File: config.mk
export PLATFORM = sky130hd
export DESIGN_NAME = bounded_lifo_stack_engine_core
export DESIGN_NICKNAME = d
export VERILOG_FILES = /design/src/rtl/lbs_pkg.sv /design/src/rtl/bounded_lifo_stack_engine_core.sv
export SDC_FILE = /design/constraint.sdc
export NUM_CORES = 2
export LEC_CHECK = 0
export BUFFER_PORTS_ARGS = -buffer_cell sky130_fd_sc_hd__buf_2
export CAP_MARGIN = 5
export CORE_MARGIN = 10
export CORE_UTILIZATION = 52
export DETAILED_ROUTE_END_ITERATION = 10
export PLACE_DENSITY = 0.78
export SYNTH_ARGS = -nofsm -noshare
export SYNTH_HDL_FRONTEND = slang
export SYNTH_SLANG_ARGS = --single-unit
File: constraint.sdc
create_clock -name i_clk -period 6.23 [get_ports i_clk]
set_input_delay 0.623 -clock i_clk [delete_from_list [all_inputs] [get_ports i_clk]]
set_output_delay 0.623 -clock i_clk [all_outputs]
set_load 0.01 [all_outputs]
File: src/rtl/lbs_pkg.sv
`timescale 1ns / 1ps
`default_nettype none

package lbs_pkg;

    localparam int CAPACITY   = 64;
    localparam int DATA_WIDTH = 32;
    localparam int ADDR_W     = (CAPACITY > 1) ? $clog2(CAPACITY) : 1;
    localparam int CNT_W      = $clog2(CAPACITY + 1);
    localparam int CMD_W      = 3;
    localparam int STAT_W     = 2;

    typedef enum logic [CMD_W-1:0] {
        CMD_PUSH       = 3'd0,
        CMD_POP        = 3'd1,
        CMD_TOP        = 3'd2,
        CMD_POP_TOP    = 3'd3,
        CMD_CLEAR      = 3'd4,
        CMD_PURGE      = 3'd5
    } t_cmd;

    typedef enum logic [STAT_W-1:0] {
        ST_OK    = 2'd0,
        ST_OVER  = 2'd1,
        ST_UNDER = 2'd2
    } t_status;

    typedef enum logic [1:0] {
        S_IDLE = 2'd0,
        S_READ = 2'd1,
        S_SCAN = 2'd2
    } t_state;

endpackage

`default_nettype wire

File: src/rtl/bounded_lifo_stack_engine_core.sv
`timescale 1ns / 1ps
`default_nettype none

// Bounded LIFO stack of 64 words of 32 bits, held in a single-port-write,
// single-port-read synchronous RAM (registered read data). One command is
// taken per transfer and gives exactly one result transfer, carrying status,
// the top word (top and pop_top), and empty/full/depth after the command.
// Push, pop, clear, underflow/overflow cases and unused codes finish in the
// cycle of the input transfer: the result is registered at that edge, so
// these run at one command per cycle as long as the result side keeps up.
// Top and pop_top issue the RAM read of the top entry at the command edge
// and register the result in the cycle after that. Purge (remove every copy
// of a word) compacts the stack in place by walking entries 0..depth-1
// through the RAM read port, one per cycle, writing survivors back at a
// trailing index; its result is registered once the walk has compared the
// last entry (in the cycle after the command on an empty stack), and no new
// command is accepted meanwhile. The input side is ready whenever no command
// is in flight and the result register is empty or being drained in the same
// cycle. No clearing pass is needed after reset: entries above the depth are
// never used.
module bounded_lifo_stack_engine_core (
    input  wire logic                               i_clk,
    input  wire logic                               i_rst_n,
    // command channel
    input  wire logic                               i_in_valid,
    output logic                                    o_in_ready,
    input  wire logic [lbs_pkg::CMD_W-1:0]          i_command,
    input  wire logic [31:0]                        i_value,
    // result channel
    output logic                                    o_out_valid,
    input  wire logic                               i_out_ready,
    output logic [lbs_pkg::STAT_W-1:0]              o_status,
    output logic [31:0]                             o_read_value,
    output logic                                    o_is_empty,
    output logic                                    o_is_full,
    output logic [lbs_pkg::CNT_W-1:0]               o_depth_count
);

    localparam int AW = lbs_pkg::ADDR_W;
    localparam int CW = lbs_pkg::CNT_W;
    localparam int DW = lbs_pkg::DATA_WIDTH;
    localparam logic [CW-1:0] CAP = CW'(lbs_pkg::CAPACITY);

    // storage
    logic [DW-1:0] mem [lbs_pkg::CAPACITY];
    logic [DW-1:0] r_rd_data;

    // control
    lbs_pkg::t_state r_state, n_state;
    logic [CW-1:0]   r_fill, n_fill;
    logic            r_pop_after;      // pop_top: drop the entry when the read returns
    logic [CW-1:0]   r_idx;            // scan read pointer
    logic [CW-1:0]   r_kept;           // scan write pointer
    logic            r_cmp_valid;      // r_rd_data holds the entry at r_idx - 1
    logic [DW-1:0]   r_match;          // word being deleted

    // result register
    logic                     r_out_valid;
    lbs_pkg::t_status         r_status;
    logic [31:0]              r_read_value;
    logic [CW-1:0]            r_depth;

    logic            out_free;
    logic            in_xfer;
    lbs_pkg::t_cmd   cmd;
    logic            scan_more;
    logic            scan_done;
    logic            keep_entry;

    logic            we;
    logic [AW-1:0]   waddr;
    logic [DW-1:0]   wdata;
    logic [AW-1:0]   raddr;

    logic              load_out;
    lbs_pkg::t_status  n_status;
    logic [31:0]       n_read_value;
    logic              start_read;
    logic              start_scan;

    assign out_free   = !r_out_valid || i_out_ready;
    assign o_in_ready = (r_state == lbs_pkg::S_IDLE) && out_free;
    assign in_xfer    = i_in_valid && o_in_ready;
    assign cmd        = lbs_pkg::t_cmd'(i_command);

    assign scan_more  = (r_idx < r_fill);
    assign scan_done  = !scan_more && !r_cmp_valid;
    assign keep_entry = r_cmp_valid && (r_rd_data != r_match);

    // ---------------------------------------------------------------
    // next state
    // ---------------------------------------------------------------
    always_comb begin
        n_state = r_state;
        unique case (r_state)
            lbs_pkg::S_IDLE: begin
                if (start_read) begin
                    n_state = lbs_pkg::S_READ;
                end else if (start_scan) begin
                    n_state = lbs_pkg::S_SCAN;
                end
            end
            lbs_pkg::S_READ: begin
                if (out_free) begin
                    n_state = lbs_pkg::S_IDLE;
                end
            end
            lbs_pkg::S_SCAN: begin
                if (scan_done && out_free) begin
                    n_state = lbs_pkg::S_IDLE;
                end
            end
            default: n_state = lbs_pkg::S_IDLE;
        endcase
    end

    // ---------------------------------------------------------------
    // datapath control and result values
    // ---------------------------------------------------------------
    always_comb begin
        n_fill       = r_fill;
        we           = 1'b0;
        waddr        = r_fill[AW-1:0];
        wdata        = i_value[DW-1:0];
        raddr        = AW'(r_fill - CW'(1));   // top entry while idle / reading
        load_out     = 1'b0;
        n_status     = lbs_pkg::ST_OK;
        n_read_value = '0;
        start_read   = 1'b0;
        start_scan   = 1'b0;

        unique case (r_state)
            lbs_pkg::S_IDLE: begin
                if (in_xfer) begin
                    unique case (cmd) inside
                        lbs_pkg::CMD_PUSH: begin
                            load_out = 1'b1;
                            if (r_fill == CAP) begin
                                n_status = lbs_pkg::ST_OVER;
                            end else begin
                                we     = 1'b1;
                                n_fill = r_fill + CW'(1);
                            end
                        end
                        lbs_pkg::CMD_POP,
                        lbs_pkg::CMD_TOP,
                        lbs_pkg::CMD_POP_TOP: begin
                            if (r_fill == '0) begin
                                load_out = 1'b1;
                                n_status = lbs_pkg::ST_UNDER;
                            end else if (cmd == lbs_pkg::CMD_POP) begin
                                load_out = 1'b1;
                                n_fill   = r_fill - CW'(1);
                            end else begin
                                start_read = 1'b1;
                            end
                        end
                        lbs_pkg::CMD_CLEAR: begin
                            load_out = 1'b1;
                            n_fill   = '0;
                        end
                        lbs_pkg::CMD_PURGE: begin
                            start_scan = 1'b1;
                        end
                        default: begin
                            load_out = 1'b1;       // unused code: no-op
                        end
                    endcase
                end
            end
            lbs_pkg::S_READ: begin
                if (out_free) begin
                    load_out     = 1'b1;
                    n_read_value = 32'(r_rd_data);
                    if (r_pop_after) begin
                        n_fill = r_fill - CW'(1);
                    end
                end
            end
            lbs_pkg::S_SCAN: begin
                // read ahead at r_idx, write survivor back at r_kept (<= r_idx)
                raddr = r_idx[AW-1:0];
                we    = keep_entry;
                waddr = r_kept[AW-1:0];
                wdata = r_rd_data;
                if (scan_done && out_free) begin
                    load_out = 1'b1;
                    n_fill   = r_kept;
                end
            end
            default: ;
        endcase
    end

    // ---------------------------------------------------------------
    // RAM
    // ---------------------------------------------------------------
    always_ff @(posedge i_clk) begin
        if (we) begin
            mem[waddr] <= wdata;
        end
        r_rd_data <= mem[raddr];
    end

    // ---------------------------------------------------------------
    // registers
    // ---------------------------------------------------------------
    always_ff @(posedge i_clk) begin
        if (!i_rst_n) begin
            r_state     <= lbs_pkg::S_IDLE;
            r_fill      <= '0;
            r_out_valid <= 1'b0;
            r_cmp_valid <= 1'b0;
            r_idx       <= '0;
            r_kept      <= '0;
            r_pop_after <= 1'b0;
        end else begin
            r_state <= n_state;
            r_fill  <= n_fill;

            if (load_out) begin
                r_out_valid <= 1'b1;
            end else if (i_out_ready) begin
                r_out_valid <= 1'b0;
            end

            if (start_read) begin
                r_pop_after <= (cmd == lbs_pkg::CMD_POP_TOP);
            end

            if (start_scan) begin
                r_idx       <= '0;
                r_kept      <= '0;
                r_cmp_valid <= 1'b0;
            end else if (r_state == lbs_pkg::S_SCAN) begin
                r_cmp_valid <= scan_more;
                if (scan_more) begin
                    r_idx <= r_idx + CW'(1);
                end
                if (keep_entry) begin
                    r_kept <= r_kept + CW'(1);
                end
            end
        end
    end

    // payload registers
    always_ff @(posedge i_clk) begin
        if (start_scan) begin
            r_match <= i_value[DW-1:0];
        end
        if (load_out) begin
            r_status     <= n_status;
            r_read_value <= n_read_value;
            r_depth      <= n_fill;
        end
    end

    assign o_out_valid   = r_out_valid;
    assign o_status      = r_status;
    assign o_read_value  = r_read_value;
    assign o_depth_count = r_depth;
    assign o_is_empty    = (r_depth == '0);
    assign o_is_full     = (r_depth == CAP);

    // ---------------------------------------------------------------
    // assertions
    // ---------------------------------------------------------------
    a_fill_bound: assert property (@(posedge i_clk) disable iff (!i_rst_n)
        r_fill <= CAP)
        else $error("fill count above capacity");

    a_scan_order: assert property (@(posedge i_clk) disable iff (!i_rst_n)
        (r_state == lbs_pkg::S_SCAN) |-> (r_kept <= r_idx) && (r_idx <= r_fill))
        else $error("compaction write pointer ahead of read pointer");

    a_read_nonempty: assert property (@(posedge i_clk) disable iff (!i_rst_n)
        (r_state == lbs_pkg::S_READ) |-> (r_fill != '0))
        else $error("top read pending on empty stack");

    a_overflow_full: assert property (@(posedge i_clk) disable iff (!i_rst_n)
        (o_out_valid && (o_status == lbs_pkg::ST_OVER)) |-> o_is_full)
        else $error("overflow reported while not full");

    a_scan_blocks: assert property (@(posedge i_clk) disable iff (!i_rst_n)
        (r_state == lbs_pkg::S_SCAN) |-> !o_in_ready)
        else $error("command accepted during compaction");

endmodule

`default_nettype wire
==> results by stage <==
Timing:
- For the finished layout, the period the worst path requires is between 5000 and 6000 ps.
- The worst hold margin is about 50 ps.
- The worst-margin pin slew is 1890 ps.
- Setup repair after global routing left no endpoint under its margin.
- The final number of hold-violating endpoints was 0.
- The final count of pins violating max slew was 2.
- Summed over all failing endpoints, the final setup total negative slack is 0 ps.
- Derived from the worst setup path, the maximum achievable clock frequency is 183 MHz.
- Across the routed clock network, the largest skew measured is 61.7 ps.
- The worst pin sits at a relative slew slack of -29.5%.
- The setup slack after layout is 770 ps.
- The final clock period utilization by the worst path is 87.6%.
- Setup violations remaining at the end of the flow were counted as 0.

Clocking:
- The clock tree synthesis step divided the H-tree into 4 levels.
- The clock input transition at the sequential cells of the worst setup and hold paths is around 60 ps.
- The number of buffers created by CTS is 205.
- The number of buffers on the longest clock path is 3.
- TritonCTS built the clock tree.
- The root buffer cell chosen for the clock tree is sky130_fd_sc_hd__clkbuf_16.
- The later pin in the worst-skew pair is clocked with a latency of 880 ps.
- The number of instances resized during post-cts repair is 0.
- The clock drives between 2,000 and 2,500 sinks.

Drt:
- The DRC violations left is 0.
- Before antenna repair, the detailed router went through 8 iterations.
- The routed length per placed instance is between 20 and 30 µm.
- Dividing the detail-routed via count by the number of cells gives 6.58.
- The count of nets left with antenna violations once routing finished came out at 0.
- The routed layout has 54,270 vias.
- The first routing iteration left about 8,800 violations.
- The total wire length after detailed routing is 242,000 µm.

Critical path:
- Walking the worst path, the cells encountered are inv_1, ha_4, nor3b_2, o21ai_0, a311oi_1, o32a_2, a21oi_1, a2111oi_0, nand3_1.
- The slowest stage of the critical path belongs to the cell sky130_fd_sc_hd__a2111oi_0.
- STA classifies the critical path startpoint as a flip-flop.
- The type of the worst setup path is flip-flop to flip-flop.
- On the critical path the largest part of the delay comes from compound AO/OA/AOI/OAI gates.
- Of all nets on the critical path, the largest fanout is 26.
- The required time at the worst-slack endpoint is 6900 ps.
- The worst setup path startpoint is r_fill[1].
- The type of element capturing the critical path is a flip-flop.
- For this run, the slowest stage of the critical path takes 1570 ps.
- The buffer and inverter count on the worst path is 1.
- The worst endpoint data arrival time is 6130 ps.
- The worst reg2reg path startpoint is r_fill[1].

Synth:
- The cell taking the most area after synthesis is sky130_fd_sc_hd__edfxtp_1.
- The async set-or-reset flop fraction in the synthesized netlist is 0%.
- The simple-gate portion of the synthesized area is 8.45%.
- After synthesis, the largest family of logic cells by area is simple AND/OR/NAND/NOR gates.
- By area the synthesized netlist is led by sky130_fd_sc_hd__edfxtp_1 (73%), sky130_fd_sc_hd__nand2_1 (4.9%), sky130_fd_sc_hd__mux4_2 (3.9%).
- In this run, distinct cell masters in the synthesized netlist total slightly above 70.
- The sequential cell area fraction in the yosys report is about 74%.
- The synthesized design devotes to its leading area cell type 73.0% of total area.
- Of the total synthesized cell area, the portion taken by XOR and XNOR cells is 0.552%.
- The number of nets in the synthesized netlist is 5,853.
- The mean area per synthesized cell is between 15 and 20 µm².
- Counting flops and latches in the post-synthesis netlist gives 2,179.
- The portion of netlist area occupied by mux cells is 5.86%.
- Summing the areas of all fa, ha and maj instances in the mapped netlist gives less than 1% of the synthesized area.
- The primary flip-flop cell chosen by synthesis mapping is sky130_fd_sc_hd__edfxtp_1.
- The synthesized design contains 2,121 enable-type register cells.
- Synthesis produced 5,804 cells.
- After synthesis the cells add up to 0.0873 mm².
- During synthesis, Yosys emitted a total of 0 warnings.
- The synthesized netlist devotes ~8% of its cell area to compound gates.

Final layout:
- The fill cell total of the finished layout is 11,801.
- Leaving out fill and tap cells, the most frequent cell in the layout is sky130_fd_sc_hd__edfxtp_1.
- Leaving out fill and tap cells, the most frequent cells in the layout are sky130_fd_sc_hd__edfxtp_1 (2,121), sky130_fd_sc_hd__nand2_1 (1,097), sky130_fd_sc_hd__a211oi_1 (345).
- The fraction of layout cells with a size suffix above 1 is roughly 14%.
- The layout net count is 5,919.
- From synthesis to final layout, the design area changed by 11.9%.
- The post-layout instance count excluding filler cells is just over 8,000.

GRT:
- The aggregate global-route resource usage is approximately a quarter.
- The number of global-route vias before repair is 53,039.
- The number of antenna violations at the first check in global routing was 15.
- The first global-routing pass estimated 352,000 µm of wire.
- The largest net degree at the start of global routing is 163.
- The final global-route overflow total is 0.

Power and ir drop:
- The worst-case IR drop observed on VDD is 0.268 mV.
- The power per standard cell area is between 300 and 400 mW/mm².
- The internal power consumption is 24,000 µW.
- The static power due to leakage is 0.0325 µW.
- The relative contribution of the clock network to total power is 38.2%.
- Combinational logic burns 9.8% of the power.
- The net switching share of the total power is 24.6%.
- The post-layout total power is 31,800 µW.
- Sequential cells burn 52.0% of the power.
- The net switching component of the power is 7850 µW.

Place:
- The final estimated routing congestion in global placement is approximately 0.90.
- The worst-case setup slack after placement is 1320 ps.
- The number of instances in the placed design is just under 8,000.
- The number of I/O port buffers is 83.
- Detailed placement ended at an HPWL of 137,000 µm.

Floorplanning:
- The I/O pin total is 84.
- Measured along the x axis, the die boundary spans 430 µm.
- The height of the die is 430 µm.
- The die covers 0.185 mm².
- The number of core rows is 150.
- The initial utilization of the core area, before any placement, comes to 52.3%.
- The core area is around 0.17 mm².

Flow run:
- The tool flagged a number of max-cap violations equal to 1.

Min path:
- The path class of the tightest hold or removal check is input pin to flip-flop.
- The worst hold path begins at i_value[10].

Run status:
- The run finished, with violations left.
- The final reports fail on max-capacitance violations, max-slew violations.
==> final timing paths <==
path	slack (ps)	cells past startpoint	endpoint
worst min register to register	520	2	r_cmp_valid
worst max register to register	770	9	r_rd_data[11]
worst max-delay path	770	9	r_rd_data[11]
worst min-delay path	50	1	r_match[10]
==> synthesized netlist by cell type, types with 7 or more instances <==
cell / n
sky130_fd_sc_hd__edfxtp_1: 2121
sky130_fd_sc_hd__nand2_1: 1129
sky130_fd_sc_hd__a211oi_1: 345
sky130_fd_sc_hd__nand3_1: 310
sky130_fd_sc_hd__clkbuf_1: 219
sky130_fd_sc_hd__inv_1: 182
sky130_fd_sc_hd__mux2i_1: 167
sky130_fd_sc_hd__a311oi_1: 162
sky130_fd_sc_hd__mux4_2: 152
sky130_fd_sc_hd__nor2_1: 127
sky130_fd_sc_hd__buf_2: 116
sky130_fd_sc_hd__a31oi_1: 96
sky130_fd_sc_hd__o22ai_1: 76
sky130_fd_sc_hd__dfxtp_1: 58
sky130_fd_sc_hd__buf_1: 56
sky130_fd_sc_hd__a31o_2: 49
sky130_fd_sc_hd__xnor2_1: 49
sky130_fd_sc_hd__a21oi_1: 47
sky130_fd_sc_hd__and2_1: 40
sky130_fd_sc_hd__nor3_1: 29
sky130_fd_sc_hd__a311o_1: 26
sky130_fd_sc_hd__a22o_1: 25
sky130_fd_sc_hd__or4_1: 24
sky130_fd_sc_hd__buf_4: 21
sky130_fd_sc_hd__nand4_1: 16
sky130_fd_sc_hd__and3_1: 14
sky130_fd_sc_hd__o21ai_0: 14
sky130_fd_sc_hd__ha_1: 10
sky130_fd_sc_hd__o21a_1: 9
sky130_fd_sc_hd__a21o_1: 7
sky130_fd_sc_hd__a41oi_1: 7
sky130_fd_sc_hd__nand2b_1: 7
sky130_fd_sc_hd__nand3b_1: 7
sky130_fd_sc_hd__nor4_1: 7
==> repair_timing <==
action	4_1_cts	5_1_grt
buffers inserted	0	0
hold endpoints to repair	25	0
hold buffers	25	0
==> cell families (layout without fill, tap and decap cells) <==
family	after synthesis	count (layout)
compound gates	908	908
xor+xnor	55	55
fa+ha+maj	10	10
buf+inv	597	838
flops	2179	2179
mux	321	321
other cells	0	4
simple gates	1734	1734
==> state kept, by name (all words and copies together), names as in the netlist <==
signal / cells
r_cmp_valid: 1
r_kept: 7
r_rd_data: 32
o_status: 2
r_pop_after: 1
r_fill: 7
o_depth_count: 7
r_state: 2
r_idx: 7
mem: 2048
o_out_valid: 1
r_match: 32
o_read_value: 32
==> area by class of cell <==
cell class | count | area (µm²) | area share (%)
tap | 2204 | 2760 | 2.82
clock inverter | 114 | 1080 | 1.11
sequential | 2179 | 64900 | 66.4
inverter | 183 | 687 | 0.703
antenna | 4 | 10.0 | 0.0102
timing repair buffer | 273 | 2150 | 2.21
multi-input combinational | 3028 | 20700 | 21.2
clock buffer | 268 | 5430 | 5.56
==> power by group through the flow <==
| stage | combinational [µW] | sequential [µW] | clock, µW |
|---|---|---|---|
| after floorplan | 1850 | 16700 | 0 |
| after global placement | 2910 | 16800 | 0 |
| after detailed placement | 2980 | 16800 | 0 |
| after CTS | 3020 | 16500 | 12200 |
| after global routing | 3240 | 16500 | 12800 |
| final | 3130 | 16600 | 12200 |
==> worst register-to-register path, delay by kind of cell (launching register included) <==
kind | cells | cell delay, ps
AO/OA/AOI/OAI | 5 | 3420
flip-flops | 1 | 440
AND/OR/NAND/NOR | 2 | 760
buffers and inverters | 1 | 350
adder cells (fa/ha/maj) | 1 | 290
==> metrics by stage <==
step / utilization [%] / instance area [µm²]
2_1_floorplan: - / 87300
3_3_place_gp: 54.4 / 90900
3_5_place_dp: 54.4 / 90900
4_1_cts: 58.4 / 97600
5_1_grt: 58.5 / 97700
6_report: 58.5 / 97700
==> metal layers <==
metal  wire [µm]  track usage, %  up-vias  part of all wire [%]
met3       35600            8.19      732                    15
met4       14200            13.3       10                   5.9
met5          66               0        -                 0.027
met1       84400            33.3    26752                    35
li1            -               -    22491                     -
met2      107000            38.2     4285                    44
(Power assumes the default switching activity.)
